### src/hw/rtl/cclii_pkg.sv
// Shared types and constants for the cheat code list interpreter.
// Used by the front classifier, the item queue, the executor and the top level.
`default_nettype none

package cclii_pkg;

	localparam int QUEUE_DEPTH = 4;

	localparam logic [31:0] SEG_CACHED   = 32'h8000_0000;
	localparam logic [31:0] SEG_UNCACHED = 32'hA000_0000;

	// code types (top byte of the command word)
	localparam logic [7:0] TYPE_END    = 8'h00;
	localparam logic [7:0] TYPE_REPEAT = 8'h50;
	localparam logic [7:0] TYPE_WB_C   = 8'h80;
	localparam logic [7:0] TYPE_WH_C   = 8'h81;
	localparam logic [7:0] TYPE_WB_U   = 8'hA0;
	localparam logic [7:0] TYPE_WH_U   = 8'hA1;
	localparam logic [7:0] TYPE_RD_EQB = 8'hD0;
	localparam logic [7:0] TYPE_RD_EQH = 8'hD1;
	localparam logic [7:0] TYPE_RD_NEB = 8'hD2;
	localparam logic [7:0] TYPE_RD_NEH = 8'hD3;

	typedef enum logic [2:0] {
		CLS_RESP,
		CLS_WRITE_C,
		CLS_WRITE_U,
		CLS_REPEAT,
		CLS_READ,
		CLS_END,
		CLS_OTHER
	} cls_t;

	typedef enum logic [1:0] {
		ACC_WB,
		ACC_WH,
		ACC_RB,
		ACC_RH
	} acc_t;

	typedef enum logic [1:0] {
		MODE_IDLE,
		MODE_READ,
		MODE_RUN
	} mode_t;

	// one classified word as it sits in the queue
	typedef struct packed {
		cls_t        cls;
		logic [31:0] address;  // segment already applied; low 16 bits hold count/stride for 50
		logic [15:0] value;    // operand for entries, read data for responses
		logic        fresh;
		logic [1:0]  sub;      // type bits 25..24: half select, inequality test
	} item_t;

endpackage

`default_nettype wire

### src/hw/rtl/cheat_code_list_interpreter_unit.sv
// Top level of the cheat code list interpreter: front classifier, item queue, executor.
// Depends on cclii_pkg, cclii_front, cclii_queue and cclii_exec.
`default_nettype none

// Takes code entries and memory responses on the slave stream and issues memory
// transactions on the master stream. Sustained rate is one word per cycle: the
// executor retires one queued word each cycle while its output register is free,
// and a word that causes a transaction is registered in the queue and then in the
// output register before it raises m_tvalid. The QUEUE_DEPTH-entry queue lets the
// input keep taking words while the output side is stalled; the real pace is set
// by how fast memory returns read data and write acknowledges.
module cheat_code_list_interpreter_unit #(
	parameter int QUEUE_DEPTH = cclii_pkg::QUEUE_DEPTH
) (
	input  wire logic        clk,
	input  wire logic        arst_n,
	input  wire logic        s_tvalid,
	output logic             s_tready,
	input  wire logic [71:0] s_tdata,  // command, operand, new_cheat, read_data, zero pad
	input  wire logic        s_tuser,  // kind
	output logic             m_tvalid,
	input  wire logic        m_tready,
	output logic [47:0]      m_tdata,  // address, data
	output logic [1:0]       m_tuser,  // access
	output logic             m_tlast   // run_last
);

	cclii_pkg::item_t in_item, head_item;
	logic             push, queue_full, queue_valid, pop;

	cclii_front u_front (
		.s_tvalid   (s_tvalid),
		.s_tready   (s_tready),
		.s_tdata    (s_tdata),
		.s_tuser    (s_tuser),
		.queue_full (queue_full),
		.push       (push),
		.item       (in_item)
	);

	cclii_queue #(
		.DEPTH (QUEUE_DEPTH)
	) u_queue (
		.clk       (clk),
		.arst_n    (arst_n),
		.push      (push),
		.push_item (in_item),
		.full      (queue_full),
		.pop       (pop),
		.valid     (queue_valid),
		.head      (head_item)
	);

	cclii_exec u_exec (
		.clk        (clk),
		.arst_n     (arst_n),
		.item_valid (queue_valid),
		.item       (head_item),
		.pop        (pop),
		.m_tvalid   (m_tvalid),
		.m_tready   (m_tready),
		.m_tdata    (m_tdata),
		.m_tuser    (m_tuser),
		.m_tlast    (m_tlast)
	);

endmodule

`default_nettype wire

### src/hw/rtl/cclii_front.sv
// Input side: takes stream words, classifies the code type and forms the queue item.
// Depends on cclii_pkg.
`default_nettype none

module cclii_front (
	input  wire logic               s_tvalid,
	output logic                    s_tready,
	input  wire logic [71:0]        s_tdata,  // command, operand, new_cheat, read_data, zero pad
	input  wire logic               s_tuser,  // kind
	input  wire logic               queue_full,
	output logic                    push,
	output cclii_pkg::item_t        item
);

	logic [7:0]  code_type;
	logic [31:0] low24;
	cclii_pkg::cls_t cls;

	assign code_type = s_tdata[31:24];
	assign low24     = {8'h00, s_tdata[23:0]};

	always_comb begin
		unique case (code_type) inside
			cclii_pkg::TYPE_REPEAT: cls = cclii_pkg::CLS_REPEAT;
			cclii_pkg::TYPE_WB_C, cclii_pkg::TYPE_WH_C: cls = cclii_pkg::CLS_WRITE_C;
			cclii_pkg::TYPE_WB_U, cclii_pkg::TYPE_WH_U: cls = cclii_pkg::CLS_WRITE_U;
			cclii_pkg::TYPE_RD_EQB, cclii_pkg::TYPE_RD_EQH,
			cclii_pkg::TYPE_RD_NEB, cclii_pkg::TYPE_RD_NEH: cls = cclii_pkg::CLS_READ;
			cclii_pkg::TYPE_END: cls = cclii_pkg::CLS_END;
			default: cls = cclii_pkg::CLS_OTHER;
		endcase
	end

	always_comb begin
		item.cls     = s_tuser ? cclii_pkg::CLS_RESP : cls;
		item.address = ((cls == cclii_pkg::CLS_WRITE_U) ? cclii_pkg::SEG_UNCACHED
			: cclii_pkg::SEG_CACHED) | low24;
		item.value   = s_tuser ? s_tdata[64:49] : s_tdata[47:32];
		item.fresh   = s_tdata[48];
		item.sub     = code_type[1:0];
	end

	assign s_tready = !queue_full;
	assign push     = s_tvalid && !queue_full;

endmodule

`default_nettype wire

### src/hw/rtl/cclii_queue.sv
// Short FIFO of classified items between the front and the executor.
// Depends on cclii_pkg.
`default_nettype none

module cclii_queue #(
	parameter int DEPTH = cclii_pkg::QUEUE_DEPTH
) (
	input  wire logic             clk,
	input  wire logic             arst_n,
	input  wire logic             push,
	input  wire cclii_pkg::item_t push_item,
	output logic                  full,
	input  wire logic             pop,
	output logic                  valid,
	output cclii_pkg::item_t      head
);

	localparam int PTR_W = (DEPTH > 1) ? $clog2(DEPTH) : 1;
	localparam int CNT_W = $clog2(DEPTH + 1);

	cclii_pkg::item_t mem_q [DEPTH];
	logic [PTR_W-1:0] wr_ptr_q, rd_ptr_q;
	logic [CNT_W-1:0] count_q;
	logic             do_push, do_pop;

	assign full    = (count_q == CNT_W'(DEPTH));
	assign valid   = (count_q != '0);
	assign do_push = push && !full;
	assign do_pop  = pop && valid;
	assign head    = mem_q[rd_ptr_q];

	always_ff @(posedge clk) begin
		if (do_push) begin
			mem_q[wr_ptr_q] <= push_item;
		end
	end

	always_ff @(posedge clk or negedge arst_n) begin
		if (!arst_n) begin
			wr_ptr_q <= '0;
			rd_ptr_q <= '0;
			count_q  <= '0;
		end else begin
			if (do_push) begin
				wr_ptr_q <= (wr_ptr_q == PTR_W'(DEPTH - 1)) ? '0 : wr_ptr_q + 1'b1;
			end
			if (do_pop) begin
				rd_ptr_q <= (rd_ptr_q == PTR_W'(DEPTH - 1)) ? '0 : rd_ptr_q + 1'b1;
			end
			if (do_push && !do_pop) begin
				count_q <= count_q + 1'b1;
			end else if (do_pop && !do_push) begin
				count_q <= count_q - 1'b1;
			end
		end
	end

endmodule

`default_nettype wire

### src/hw/rtl/cclii_exec.sv
// Back end: holds the interpreter state, carries out one queued item per cycle while
// the output register is free, and drives that register. Depends on cclii_pkg.
`default_nettype none

module cclii_exec (
	input  wire logic             clk,
	input  wire logic             arst_n,
	input  wire logic             item_valid,
	input  wire cclii_pkg::item_t item,
	output logic                  pop,
	output logic                  m_tvalid,
	input  wire logic             m_tready,
	output logic [47:0]           m_tdata,  // address, data
	output logic [1:0]            m_tuser,  // access
	output logic                  m_tlast   // run_last
);

	// interpreter state
	logic            exec_flag_q, repeat_armed_q, cheat_done_q;
	logic [7:0]      repeat_count_q, repeat_stride_q, runs_left_q;
	logic [15:0]     repeat_step_q, run_data_q, compare_value_q;
	logic [31:0]     run_address_q;
	logic            run_is_half_q;
	logic [1:0]      compare_type_q;
	cclii_pkg::mode_t mode_q, mode_d;

	// output register
	logic            out_valid_q, out_last_q;
	cclii_pkg::acc_t out_acc_q;
	logic [31:0]     out_address_q;
	logic [15:0]     out_data_q;

	// effective state after a new_cheat clear
	logic            is_resp, is_entry, fresh_clr;
	logic            flag_e, armed_e, done_e;
	logic [7:0]      runs_e;
	cclii_pkg::mode_t mode_e;

	logic            entry_go, armed_write, start_run, plain;
	logic            resp_read, resp_run, emit_run, emit_single, emit_read, emit;
	logic            mismatch;
	logic [15:0]     mem_value;

	logic [7:0]      run_cnt_cur;
	logic [31:0]     run_addr_cur;
	logic [15:0]     run_data_cur;
	logic            run_half_cur;

	cclii_pkg::acc_t emit_acc;
	logic [31:0]     emit_address;
	logic [15:0]     emit_data;
	logic            emit_last;

	assign pop = item_valid && (!out_valid_q || m_tready);

	assign is_resp   = (item.cls == cclii_pkg::CLS_RESP);
	assign is_entry  = !is_resp;
	assign fresh_clr = is_entry && item.fresh;

	assign flag_e  = fresh_clr ? 1'b1 : exec_flag_q;
	assign armed_e = fresh_clr ? 1'b0 : repeat_armed_q;
	assign done_e  = fresh_clr ? 1'b0 : cheat_done_q;
	assign runs_e  = fresh_clr ? 8'd0 : runs_left_q;
	assign mode_e  = fresh_clr ? cclii_pkg::MODE_IDLE : mode_q;

	assign entry_go    = is_entry && !done_e && (mode_e == cclii_pkg::MODE_IDLE);
	assign armed_write = entry_go && armed_e && (item.cls == cclii_pkg::CLS_WRITE_C);
	assign start_run   = armed_write && (repeat_count_q != 8'd0);
	assign plain       = entry_go && !armed_write;
	assign resp_read   = is_resp && (mode_q == cclii_pkg::MODE_READ);
	assign resp_run    = is_resp && (mode_q == cclii_pkg::MODE_RUN) && (runs_left_q != 8'd0);
	assign emit_run    = start_run || resp_run;
	assign emit_single = plain && flag_e
		&& ((item.cls == cclii_pkg::CLS_WRITE_C) || (item.cls == cclii_pkg::CLS_WRITE_U));
	assign emit_read   = plain && (item.cls == cclii_pkg::CLS_READ);
	assign emit        = emit_run || emit_single || emit_read;

	// byte compares use the low byte of the read data against the full operand
	assign mem_value = compare_type_q[0] ? item.value : {8'h00, item.value[7:0]};
	assign mismatch  = (mem_value == compare_value_q) == compare_type_q[1];

	// a starting run takes its first write straight from the entry
	assign run_cnt_cur  = start_run ? repeat_count_q : runs_left_q;
	assign run_addr_cur = start_run ? item.address : run_address_q;
	assign run_data_cur = start_run ? item.value : run_data_q;
	assign run_half_cur = start_run ? item.sub[0] : run_is_half_q;

	// next mode
	always_comb begin
		mode_d = mode_e;
		if (emit_run) begin
			mode_d = (run_cnt_cur == 8'd1) ? cclii_pkg::MODE_IDLE : cclii_pkg::MODE_RUN;
		end else if (resp_read) begin
			mode_d = cclii_pkg::MODE_IDLE;
		end else if (emit_read) begin
			mode_d = cclii_pkg::MODE_READ;
		end
	end

	// transaction to emit
	always_comb begin
		emit_acc     = cclii_pkg::ACC_WB;
		emit_address = item.address;
		emit_data    = item.value;
		emit_last    = 1'b1;
		if (emit_run) begin
			emit_acc     = run_half_cur ? cclii_pkg::ACC_WH : cclii_pkg::ACC_WB;
			emit_address = run_addr_cur;
			emit_data    = run_data_cur;
			emit_last    = (run_cnt_cur == 8'd1);
		end else if (emit_read) begin
			emit_acc  = item.sub[0] ? cclii_pkg::ACC_RH : cclii_pkg::ACC_RB;
			emit_data = 16'h0000;
			emit_last = 1'b0;
		end else begin
			emit_acc = item.sub[0] ? cclii_pkg::ACC_WH : cclii_pkg::ACC_WB;
		end
		if (emit_acc == cclii_pkg::ACC_WB) begin
			emit_data = {8'h00, emit_data[7:0]};
		end
	end

	always_ff @(posedge clk or negedge arst_n) begin
		if (!arst_n) begin
			exec_flag_q     <= 1'b1;
			repeat_armed_q  <= 1'b0;
			cheat_done_q    <= 1'b0;
			repeat_count_q  <= '0;
			repeat_stride_q <= '0;
			repeat_step_q   <= '0;
			runs_left_q     <= '0;
			run_address_q   <= '0;
			run_data_q      <= '0;
			run_is_half_q   <= 1'b0;
			compare_value_q <= '0;
			compare_type_q  <= '0;
			mode_q          <= cclii_pkg::MODE_IDLE;
		end else if (pop) begin
			mode_q       <= mode_d;
			cheat_done_q <= done_e || (plain && (item.cls == cclii_pkg::CLS_END));
			repeat_armed_q <= entry_go ? (plain && (item.cls == cclii_pkg::CLS_REPEAT))
				: armed_e;

			if (resp_read) begin
				exec_flag_q <= mismatch ? 1'b0 : exec_flag_q;
			end else if (entry_go) begin
				exec_flag_q <= (plain && (item.cls == cclii_pkg::CLS_READ)) ? flag_e : 1'b1;
			end else begin
				exec_flag_q <= flag_e;
			end

			if (plain && (item.cls == cclii_pkg::CLS_REPEAT)) begin
				repeat_count_q  <= item.address[15:8];
				repeat_stride_q <= item.address[7:0];
				repeat_step_q   <= item.value;
			end

			if (emit_run) begin
				runs_left_q   <= run_cnt_cur - 8'd1;
				run_address_q <= run_addr_cur + {24'h000000, repeat_stride_q};
				run_data_q    <= run_data_cur + repeat_step_q;
				run_is_half_q <= run_half_cur;
			end else begin
				runs_left_q <= runs_e;
			end

			if (emit_read) begin
				compare_value_q <= item.value;
				compare_type_q  <= item.sub;
			end
		end
	end

	always_ff @(posedge clk or negedge arst_n) begin
		if (!arst_n) begin
			out_valid_q <= 1'b0;
		end else if (!out_valid_q || m_tready) begin
			out_valid_q <= pop && emit;
		end
	end

	always_ff @(posedge clk) begin
		if (pop && emit) begin
			out_acc_q     <= emit_acc;
			out_address_q <= emit_address;
			out_data_q    <= emit_data;
			out_last_q    <= emit_last;
		end
	end

	assign m_tvalid = out_valid_q;
	assign m_tdata  = {out_data_q, out_address_q};
	assign m_tuser  = out_acc_q;
	assign m_tlast  = out_last_q;

endmodule

`default_nettype wire
### config.mk
export PLATFORM = sky130hd
export DESIGN_NAME = cheat_code_list_interpreter_unit
export DESIGN_NICKNAME = d
export VERILOG_FILES = /design/src/hw/rtl/cclii_pkg.sv /design/src/hw/rtl/cheat_code_list_interpreter_unit.sv /design/src/hw/rtl/cclii_front.sv /design/src/hw/rtl/cclii_queue.sv /design/src/hw/rtl/cclii_exec.sv
export SDC_FILE = /design/constraint.sdc
export NUM_CORES = 1
export LEC_CHECK = 0
export BUFFER_PORTS_ARGS = -buffer_cell sky130_fd_sc_hd__buf_2
export CELL_PAD_IN_SITES_DETAIL_PLACEMENT = 2
export CELL_PAD_IN_SITES_GLOBAL_PLACEMENT = 2
export CORE_ASPECT_RATIO = 0.9
export CORE_MARGIN = 8
export CORE_UTILIZATION = 45
export CTS_CLUSTER_DIAMETER = 120
export DETAILED_ROUTE_END_ITERATION = 16
export PLACE_DENSITY_LB_ADDON = 0.05
export SLEW_MARGIN = 20
export SYNTH_ARGS = -nofsm -noshare
export SYNTH_HDL_FRONTEND = slang
export SYNTH_SLANG_ARGS = --single-unit
### constraint.sdc
create_clock -name clk -period 13.3 [get_ports clk]
set_clock_uncertainty 0.05 [all_clocks]
set_input_delay 1.33 -clock clk [delete_from_list [all_inputs] [get_ports clk]]
set_output_delay 1.33 -clock clk [all_outputs]
set_load 0.02 [all_outputs]
==> flow_summary.ini, run 1 <==
[run_status]
status = finished, final reports clean

[detailed_routing]
final_antenna_net_count = 0
route.detailed.vias_per_inst = 5.922
drc_errors = 0
firstDrtPassIters = 5
avgRoutedWirePerCell_um = 26.66
drtIter0Drc = 591
postRouteWirelength_um = 51960
route.vias.total = 11540

[synthesis]
yosysWarningCount = 0
synth_cell_type_count = 76
seq_area_frac_synth = 0.6034
yosysMostFrequentCell = sky130_fd_sc_hd__edfxtp_1
synth_area_leaders = sky130_fd_sc_hd__edfxtp_1 (43%), sky130_fd_sc_hd__dfrtp_1 (18%), sky130_fd_sc_hd__mux4_2 (6.3%)
synth-edff-count = 239
synthDominantCellAreaShare = 0.4253
postSynth.asyncResetShare = 0.3343
synth.top_cells.by_count = sky130_fd_sc_hd__edfxtp_1 (239), sky130_fd_sc_hd__nand2_1 (191), sky130_fd_sc_hd__dfrtp_1 (119), sky130_fd_sc_hd__mux2_2 (84), sky130_fd_sc_hd__nor2_1 (74)
yosys_most_used_dff = sky130_fd_sc_hd__edfxtp_1
postSynthAreaPerCell_um2 = 12.92
ys_ff_latch = 359
synth_nets = 1417
netlist.top_cell.by_area = sky130_fd_sc_hd__edfxtp_1
netlist_area_um2 = 16870
synthesis.instances = 1306

[global_routing]
grt-ovfl-total = 0
grt_pass1_vias = 13000
pin_count_of_the_biggest_net_entering_global_routing = 71
grt_util_all_layers = 0.2406
antenna_violations_before_repair = 3
grt_first_pass_wirelength_um = 80140

[cts]
cts_tree = yes
cts.hold.buffers_added = 0
cts_setup_buffers = 0
cts.reportedPaths.clkPinSlew_ps = 60
ctsHtreeMaxLevel = 2
clkSinkCount = 359
clock_path_buffers = 3
cts_resized = 0
insertion_delay_ps = 560
tritoncts_buffer_count = 40
clock-root-buffer = sky130_fd_sc_hd__clkbuf_16

[die]
ios = 130
dieArea_um2 = 43960
core_area_um2 = 37140
dieWidth_um = 220.1
fp-row-count = 67
initial_core_util = 0.4544
die_height_um = 199.7

[setup_path]
critical_path.max_stage_delay_ps = 700
rr_worst_depth = 14
critical_path.cell_chain = buf_4 > mux4_2 > nor4b_2 > nand3_2 > buf_4 > nand2_1 > nand2_1 > ha_1 > nor2_1 > nor2_1 > nand4_4 > a2111oi_4 > a31oi_1 > a221o_1
crit_type = reg2reg
worstPathMaxFanout = 70
worst-r2r-setup-slack_ps = 6800
required_ps = 13660
critical_path.endpoint_type = flop
critical_path_arrival_ps = 6860
rr_endpoint = u_exec.run_address_q[26]
worst_setup_path_start_kind = flop
regToRegStartpoint = u_queue.rd_ptr_q[0]
crit_path_top_delay_cell = sky130_fd_sc_hd__mux4_2

[power]
power.density_cell_area_nw_per_um2 = 238.2
p_total_mw = 4.587
vdd_drop_max_v = 0.0001283
leakage_nw = 7.508

[place]
place.port_buffers = 122
dp.final_hpwl_um = 34610
gpl.final_weighted_congestion = 0.8244

[timing]
slew_headroom = 0.3383
max_freq_mhz = 153.8
post-route-period-util = 0.4889
finalSetupTns_ps = 0
fin_worst_hold_slack_ps = 435.3
timing_worst_slew_pin_value_ps = 987.1
setup_repair_after_global_routing_missed_its_margin = no
final_hold_viol_count = 0
slew_violations = 0
post-route-min-period_ps = 6502
report.final.setup_viol = 0

[hold_path]
min_delay_path_depth = 2
worst_hold_end = u_exec.run_address_q[0]
holdCritStartpoint = u_exec.run_address_q[0]
path_type_of_the_worst_min_delay_path = reg2reg

[cells_and_area]
post-route-util = 0.5186
areaGrowthSynthToFinish_pct = 14.15
finish.net_count = 1543
fillerInstances = 3523
share_of_post_route_cells_with_drive_strength_above_1 = 0.2418

[flow_run]
max_cap_viol_count = 0
## cells in the final DEF, fill, tap and decap left out, types with 9 or more instances in the layout
master / n
sky130_fd_sc_hd__a21o_1: 9
sky130_fd_sc_hd__a21oi_1: 49
sky130_fd_sc_hd__a31oi_1: 18
sky130_fd_sc_hd__and2_1: 16
sky130_fd_sc_hd__and3_1: 14
sky130_fd_sc_hd__buf_2: 121
sky130_fd_sc_hd__buf_4: 19
sky130_fd_sc_hd__clkbuf_16: 41
sky130_fd_sc_hd__clkinv_2: 15
sky130_fd_sc_hd__dfrtp_1: 117
sky130_fd_sc_hd__edfxtp_1: 239
sky130_fd_sc_hd__ha_1: 31
sky130_fd_sc_hd__inv_1: 29
sky130_fd_sc_hd__mux2_2: 84
sky130_fd_sc_hd__mux2i_1: 17
sky130_fd_sc_hd__mux4_2: 47
sky130_fd_sc_hd__nand2_1: 190
sky130_fd_sc_hd__nand3_1: 33
sky130_fd_sc_hd__nand4_1: 13
sky130_fd_sc_hd__nor2_1: 74
sky130_fd_sc_hd__nor3_1: 18
sky130_fd_sc_hd__o21ai_0: 52
sky130_fd_sc_hd__o21ai_1: 30
sky130_fd_sc_hd__or3_1: 11
sky130_fd_sc_hd__xnor2_1: 18
sky130_fd_sc_hd__xor2_1: 23
## how the worst max path moves through the flow
stage | startpoint | end | slack (ps) | depth (start not counted)
after floorplan | u_queue.rd_ptr_q[0] | u_exec.m_tlast | 7690 | 7
after global placement | u_queue.rd_ptr_q[0] | u_exec.run_address_q[10] | 6940 | 16
after detailed placement | u_queue.rd_ptr_q[0] | u_exec.run_address_q[10] | 6830 | 16
after CTS | u_queue.rd_ptr_q[0] | u_exec.run_address_q[26] | 6740 | 14
after global routing | u_queue.rd_ptr_q[0] | u_exec.run_address_q[26] | 6270 | 14
final | u_queue.rd_ptr_q[0] | u_exec.run_address_q[26] | 6800 | 14
## layout make-up
type                       instances  area (µm²)  area share
tap                              483       604.3     0.03138
clock inverter                    24       147.6    0.007665
multi-input combinational        862        6381      0.3313
sequential                       359       10190      0.5288
antenna                            2       5.005   0.0002598
inverter                          29       108.9    0.005652
clock buffer                      50        1080     0.05606
timing repair buffer             140       748.2     0.03885
## routing by layer
metal  GRT usage  share of wire
met1      0.3344           0.46
met2      0.3949           0.48
met3     0.03632          0.040
met4     0.06039          0.019
met5           0        0.00025
## registers in the layout, summed over array words and instances, names as in the netlist, 3 cells and up
signal,count
u_exec.compare_value_q,16
u_exec.out_address_q,32
u_exec.run_data_q,16
u_exec.repeat_count_q,8
u_queue.mem_q,188
u_queue.count_q,3
u_exec.repeat_step_q,16
u_exec.repeat_stride_q,8
u_exec.runs_left_q,8
u_exec.out_data_q,16
u_exec.run_address_q,32
## cell families (layout without fill, tap and decap cells)
group	Yosys count	in the layout	synth area share
other	0	2	0
adder cells (fa/ha/maj)	34	34	0.02655
multiplexers	150	150	0.1302
AO/OA/AOI/OAI	223	223	0.08194
AND/OR/NAND/NOR	414	414	0.1158
flip-flops	359	359	0.6034
buffers and inverters	85	243	0.02091
XOR/XNOR	41	41	0.02128
## per-stage QoR
step                instances  cell area (µm²)  setup slack [ps]
detailed placement       1873            18030              6825
floorplan                1306            16870              7688
global route             1947            19260              6268
CTS                      1947            19260              6739
global placement         1873            18030              6937
finish                   1949            19260              6798
## power breakdown
part	switching [mW]	internal, mW	leakage, nW
Clock	0.474	0.581	0.616
Combinational	1.13	0.628	3.18
Sequential	0.182	1.59	3.71
## critical path, delay by kind of cell, from the launching register on
family	cells	cell delay, ps
mux	1	700
fa+ha+maj	1	310
compound gates	3	1100
flops	1	620
buf+inv	2	1220
simple gates	7	2310
No activity file was read; power rests on OpenSTA's default activity.
==> run 2, diff against run 1 <==
--- a/config.mk
+++ b/config.mk
@@ -10,7 +10,7 @@
 export CELL_PAD_IN_SITES_GLOBAL_PLACEMENT = 2
 export CORE_ASPECT_RATIO = 0.9
 export CORE_MARGIN = 8
-export CORE_UTILIZATION = 45
+export CORE_UTILIZATION = 38
 export CTS_CLUSTER_DIAMETER = 120
 export DETAILED_ROUTE_END_ITERATION = 16
 export PLACE_DENSITY_LB_ADDON = 0.05
==> constraint.sdc (replaced) <==
create_clock -name clk -period 5.9 [get_ports clk]
set_clock_uncertainty 0.05 [all_clocks]
set_input_delay 0.59 -clock clk [delete_from_list [all_inputs] [get_ports clk]]
set_output_delay 0.59 -clock clk [all_outputs]
set_load 0.02 [all_outputs]
==> flow_summary.ini, run 2 (synthesis results as in run 1) <==
[setup_path]
crit_path_top_delay_cell = sky130_fd_sc_hd__mux4_2
critical_path_arrival_ps = 5560
critical_path.cell_chain = mux4_2 > nor4b_2 > buf_4 > nand3_2 > nand2_1 > nand2_1 > ha_1 > fa_1 > a21o_1 > a21oi_1 > o21bai_1 > a2111o_1 > nand3_1 > a21o_1 > mux2_1 > a22oi_1
rr_worst_depth = 16
required_ps = 6340
worst-r2r-setup-slack_ps = 780
worst_setup_path_start_kind = flop
critical_path.endpoint = u_exec.run_address_q[10]
regToRegStartpoint = u_queue.rd_ptr_q[0]
critical_path.endpoint_type = flop
critPathLaunch = u_queue.rd_ptr_q[0]
rr_endpoint = u_exec.run_address_q[10]
crit_type = reg2reg
critical_path.max_stage_delay_ps = 650
worstPathMaxFanout = 16

[power]
vdd_drop_max_v = 0.0002372
power.density_cell_area_nw_per_um2 = 540.1
leakage_nw = 7.626

[cells_and_area]
max_flop_register = u_queue.mem_q
largest_registers = u_queue.mem_q x188, u_exec.out_address_q x32, u_exec.run_address_q x32
post-route-util = 0.4477
most-common-layout-cells = sky130_fd_sc_hd__edfxtp_1 (239), sky130_fd_sc_hd__nand2_1 (190), sky130_fd_sc_hd__buf_2 (121), sky130_fd_sc_hd__dfrtp_1 (117), sky130_fd_sc_hd__mux2_2 (84)
areaGrowthSynthToFinish_pct = 16.80
most_common_cell_after_layout_fill_and_taps_aside = sky130_fd_sc_hd__edfxtp_1
finish.net_count = 1553
fillerInstances = 4410
largest_register_ffs = 188
share_of_post_route_cells_with_drive_strength_above_1 = 0.2473
finalNonFillerCells = 2079

[cts]
ctsHtreeMaxLevel = 2
cts_setup_buffers = 0
clock-root-buffer = sky130_fd_sc_hd__clkbuf_16
cts.hold.buffers_added = 0
tritoncts_buffer_count = 42
insertion_delay_ps = 580
cts_tree = yes
clkSinkCount = 359
clock_path_buffers = 3
cts.reportedPaths.clkPinSlew_ps = 60
cts_resized = 0

[die]
core_area_um2 = 44020
fp-row-count = 73
die_height_um = 215.9
initial_core_util = 0.3833
dieArea_um2 = 51410
dieWidth_um = 238.1
ios = 130

[timing]
post-route-min-period_ps = 5120
fin_worst_hold_slack_ps = 0.5649
timing_worst_slew_pin_value_ps = 930.5
finalSetupTns_ps = 0
setup_repair_after_global_routing_missed_its_margin = no
final_hold_viol_count = 0
slew_headroom = 0.3797
post-route-period-util = 0.8679
slew_violations = 0
max_freq_mhz = 195.3
fin_ws_ps = 779.7
report.final.setup_viol = 0

[global_routing]
pin_count_of_the_biggest_net_entering_global_routing = 68
grt_first_pass_wirelength_um = 77270
grt_pass1_vias = 12600
antenna_violations_before_repair = 3
grt_util_all_layers = 0.1946
grt-ovfl-total = 0

[detailed_routing]
firstDrtPassIters = 4
drtIter0Drc = 556
postRouteWirelength_um = 49260
route.detailed.vias_per_inst = 5.427
avgRoutedWirePerCell_um = 23.70
route.vias.total = 11280
drc_errors = 0
final_antenna_net_count = 0

[flow_run]
max_cap_viol_count = 0

[place]
placedCellCount = 1998
place_worst_setup_slack_ps = 728.6
dp.final_hpwl_um = 34030
place.port_buffers = 122
gpl.final_weighted_congestion = 0.7901

[hold_path]
path_type_of_the_worst_min_delay_path = in2async

[run_status]
status = finished, final reports clean
## run 2: worst min path at each step
stage	to	cells past startpoint	slack [ps]	start
after CTS	u_exec.m_tvalid	1	9	arst_n
after detailed placement	u_exec.run_address_q[7]	2	420	u_exec.run_address_q[7]
after global placement	u_exec.run_address_q[7]	2	400	u_exec.run_address_q[7]
after global routing	u_exec.run_address_q[7]	1	40	arst_n
after floorplan	u_exec.cheat_done_q	0	240	arst_n
final	u_exec.run_address_q[20]	1	0.6	arst_n
## run 2: critical path: cells and delay by family, from the launching register on
kind	cells	cell delay, ps
flip-flops	1	630
buffers and inverters	1	180
adder cells (fa/ha/maj)	2	640
multiplexers	2	980
AO/OA/AOI/OAI	6	1460
AND/OR/NAND/NOR	5	1070
## run 2: routing by layer
layer  routed length, µm  track usage
met1               24010       0.2758
met3                2039      0.03682
met4                 685      0.04480
met2               22530       0.3073
met5                   0            0
## run 2: cell type report
| class | instances | area [µm²] | share of cell area |
|---|---|---|---|
| antenna | 3 | 7.507 | 0.0003809 |
| clock buffer | 60 | 1170 | 0.05936 |
| clock inverter | 18 | 267.8 | 0.01359 |
| inverter | 29 | 108.9 | 0.005523 |
| multi-input combinational | 862 | 6381 | 0.3238 |
| sequential | 359 | 10190 | 0.5168 |
| tap | 600 | 750.7 | 0.03809 |
| timing repair buffer | 148 | 837.1 | 0.04247 |
## run 2: power by group
group / internal (mW) / total [mW] / switching [mW]
combinational: 1.45 / 3.95 / 2.50
sequential: 3.59 / 3.99 / 0.402
clock: 1.62 / 2.70 / 1.08
## run 2: per-stage QoR
step / power, mW / cell area [µm²]
after detailed placement: 8.029 / 18260
after global routing: 11.26 / 19700
after global placement: 7.854 / 18260
final: 10.65 / 19710
after CTS: 10.79 / 19700
after floorplan: 6.541 / 16870
==> run 3, diff against run 2 <==
--- a/config.mk
+++ b/config.mk
@@ -5,12 +5,13 @@
 export SDC_FILE = /design/constraint.sdc
 export NUM_CORES = 1
 export LEC_CHECK = 0
+export ABC_AREA = 1
 export BUFFER_PORTS_ARGS = -buffer_cell sky130_fd_sc_hd__buf_2
 export CELL_PAD_IN_SITES_DETAIL_PLACEMENT = 2
 export CELL_PAD_IN_SITES_GLOBAL_PLACEMENT = 2
 export CORE_ASPECT_RATIO = 0.9
 export CORE_MARGIN = 8
-export CORE_UTILIZATION = 38
+export CORE_UTILIZATION = 35
 export CTS_CLUSTER_DIAMETER = 120
 export DETAILED_ROUTE_END_ITERATION = 16
 export PLACE_DENSITY_LB_ADDON = 0.05
==> flow_summary.ini, run 3 <==
[global_routing]
grt_pass1_vias = 13980
antenna_violations_before_repair = 0
grt-ovfl-total = 0
pin_count_of_the_biggest_net_entering_global_routing = 64
met2_usage = 0.2947
use_met3 = 0.02572
grt_first_pass_wirelength_um = 81110
use_met1 = 0.2696
busiest_layer = met2
grt_util_all_layers = 0.1869

[cts]
clock_path_buffers = 3
insertion_delay_ps = 570
cts_tree = yes
ctsHtreeMaxLevel = 2
clkSinkCount = 359
tritoncts_buffer_count = 41
clock-root-buffer = sky130_fd_sc_hd__clkbuf_16
cts.reportedPaths.clkPinSlew_ps = 60

[detailed_routing]
route.vias.total = 12670
final_antenna_net_count = 0
drc_errors = 0
firstDrtPassIters = 6
avgRoutedWirePerCell_um = 20.70
postRouteWirelength_um = 51280
drtIter0Drc = 732
route.detailed.vias_per_inst = 5.115

[synthesis]
netlist_area_um2 = 16830
synth_area_leaders = sky130_fd_sc_hd__edfxtp_1 (43%), sky130_fd_sc_hd__dfrtp_1 (18%), sky130_fd_sc_hd__nand2_1 (9.6%)
yosysWarningCount = 0
synth.top_cells.by_count = sky130_fd_sc_hd__nand2_1 (430), sky130_fd_sc_hd__edfxtp_1 (239), sky130_fd_sc_hd__o21ai_0 (215), sky130_fd_sc_hd__nor2_1 (128), sky130_fd_sc_hd__inv_1 (125)
synth_nets = 1813
ys_ff_latch = 359
netlist.top_cell.by_area = sky130_fd_sc_hd__edfxtp_1
postSynthAreaPerCell_um2 = 9.887
synth-edff-count = 239
yosys_most_used_dff = sky130_fd_sc_hd__edfxtp_1
synth_cell_type_count = 50
seq_area_frac_synth = 0.6050
synthesis.instances = 1702
synthDominantCellAreaShare = 0.4265
yosysMostFrequentCell = sky130_fd_sc_hd__nand2_1
postSynth.asyncResetShare = 0.3343

[place]
place_worst_setup_slack_ps = 711.9
gpl.final_weighted_congestion = 0.7721
placed_area_um2 = 18130
dp.final_hpwl_um = 35690
placedCellCount = 2402
place.port_buffers = 122

[flow_run]
max_cap_viol_count = 0

[timing]
setup_repair_after_global_routing_missed_its_margin = no
slew_violations = 0
finalSetupTns_ps = 0
timing_worst_slew_pin_value_ps = 955.2
report.final.setup_viol = 0
final_hold_viol_count = 0
slew_headroom = 0.3625
fin_worst_hold_slack_ps = 181.2
max_freq_mhz = 196.4
post-route-period-util = 0.8631
fin_ws_ps = 807.6
post-route-min-period_ps = 5092

[power]
vdd_drop_max_v = 0.0003315
p_total_mw = 11.10
power.density_cell_area_nw_per_um2 = 572.1
leakage_nw = 7.952

[die]
fp-row-count = 76
core_area_um2 = 47640
initial_core_util = 0.3532
ios = 130
dieArea_um2 = 55360
die_height_um = 224.0
dieWidth_um = 247.1

[hold_path]
path_type_of_the_worst_min_delay_path = in2reg
holdCritStartpoint = s_tdata[2]

[setup_path]
required_ps = 6260
critPathLaunch = u_queue.rd_ptr_q[0]
critical_path.endpoint_type = flop
worst_setup_path_start_kind = flop
regToRegStartpoint = u_queue.rd_ptr_q[0]
crit_type = reg2reg
critical_path_arrival_ps = 5450
worstPathMaxFanout = 26

[cells_and_area]
seq_area_um2 = 10180
most_common_cell_after_layout_fill_and_taps_aside = sky130_fd_sc_hd__nand2_1
finalNonFillerCells = 2477
fillerInstances = 5116
post-route-util = 0.4074
total_area_of_multi_input_combinational_cells_um2 = 5862
largest_registers = u_queue.mem_q x188, u_exec.out_address_q x32, u_exec.run_address_q x32
max_flop_register = u_queue.mem_q
areaGrowthSynthToFinish_pct = 15.35
antenna_cells = 0
finish.net_count = 1933
most-common-layout-cells = sky130_fd_sc_hd__nand2_1 (430), sky130_fd_sc_hd__edfxtp_1 (239), sky130_fd_sc_hd__o21ai_0 (215), sky130_fd_sc_hd__inv_1 (125), sky130_fd_sc_hd__nor2_1 (123)
largest_register_ffs = 188
share_of_post_route_cells_with_drive_strength_above_1 = 0.1414
layout.cell_area.non_filler_um2 = 19410

[run_status]
status = finished, final reports clean
==> run 3: cell count changes after synthesis, sizes merged, moves of 10 or more <==
cell    previous run  this run
mux2i             17         0
mux2              86        17
mux4              47         0
a31oi             19         9
o22ai              7        29
nand2            191       442
nand3             34        87
o21ai             82       238
and2              17         2
inv               29       129
or3               11         1
nor2              75       139
and3              18         0
clkbuf            33        45
==> run 3: cell type report <==
| type | count | share of cell area |
|---|---|---|
| inverters | 131 | 0.02533 |
| clock buffers | 58 | 0.05775 |
| flip-flops and latches | 359 | 0.5246 |
| clock inverters | 16 | 0.007735 |
| well taps | 624 | 0.04022 |
| repair buffers | 148 | 0.04241 |
| multi-input cells | 1141 | 0.3020 |
==> run 3: path summary, 6_finish.rpt <==
path                       slack, ps  depth (start not counted)                  endpoint
min in group asynchronous        510                          2   u_exec.run_address_q[5]
max                              810                         20  u_exec.run_address_q[16]
min reg2reg                      440                          2  u_exec.run_address_q[21]
max in group asynchronous       4170                          3       u_exec.cheat_done_q
min                              180                          1      u_queue.mem_q[3][21]
max reg2reg                      810                         20  u_exec.run_address_q[16]
==> run 3: repair_timing <==
action | in CTS | in global routing
endpoints found under the hold margin | 36 | 0
hold buffers | 1 | 0
setup buffers | 0 | 0
gates resized for setup | 0 | 0
==> run 3: cells by family (layout without fill, tap and decap cells) <==
| kind of cell | after synthesis | count (layout) | share of synthesized area |
|---|---|---|---|
| DFF | 359 | 359 | 0.6050 |
| adders and majority gates | 34 | 34 | 0.02662 |
| AOI/OAI and AO/OA | 345 | 345 | 0.1123 |
| buffers and inverters | 202 | 353 | 0.04885 |
| muxes | 17 | 17 | 0.01138 |
| and+or+nand+nor | 710 | 710 | 0.1776 |
| xor gates and xnor gates | 35 | 35 | 0.01822 |
==> run 3: worst max-delay path, stage by stage (launching register included) <==
cell and delay, ps:
sky130_fd_sc_hd__dfrtp_2 600, sky130_fd_sc_hd__inv_2 310, sky130_fd_sc_hd__nand2_1 150, sky130_fd_sc_hd__nand3_1 90, sky130_fd_sc_hd__nand2_1 270, sky130_fd_sc_hd__nand2_1 150, sky130_fd_sc_hd__nor2_4 160, sky130_fd_sc_hd__nand4_4 310
sky130_fd_sc_hd__o21ai_0 370, sky130_fd_sc_hd__ha_1 270, sky130_fd_sc_hd__fa_1 240, sky130_fd_sc_hd__nand3_1 80, sky130_fd_sc_hd__and2_1 210, sky130_fd_sc_hd__o221ai_1 510, sky130_fd_sc_hd__nand3_1 210, sky130_fd_sc_hd__nor2_1 240
sky130_fd_sc_hd__nand2_2 180, sky130_fd_sc_hd__nor2_4 250, sky130_fd_sc_hd__nand2_1 80, sky130_fd_sc_hd__nand3_1 80, sky130_fd_sc_hd__o21ai_0 100
==> run 3: metal layers <==
layer / part of all wire / routed length [µm]
met5: 0 / 0
met4: 0.018 / 917
met3: 0.033 / 1670
met2: 0.45 / 23130
met1: 0.50 / 25560
==> run 3: report_power, final <==
| group | total, mW | internal, mW | switching (mW) |
|---|---|---|---|
| logic | 4.64 | 1.30 | 3.34 |
| clock network | 2.46 | 1.42 | 1.04 |
| registers | 4.01 | 3.68 | 0.329 |
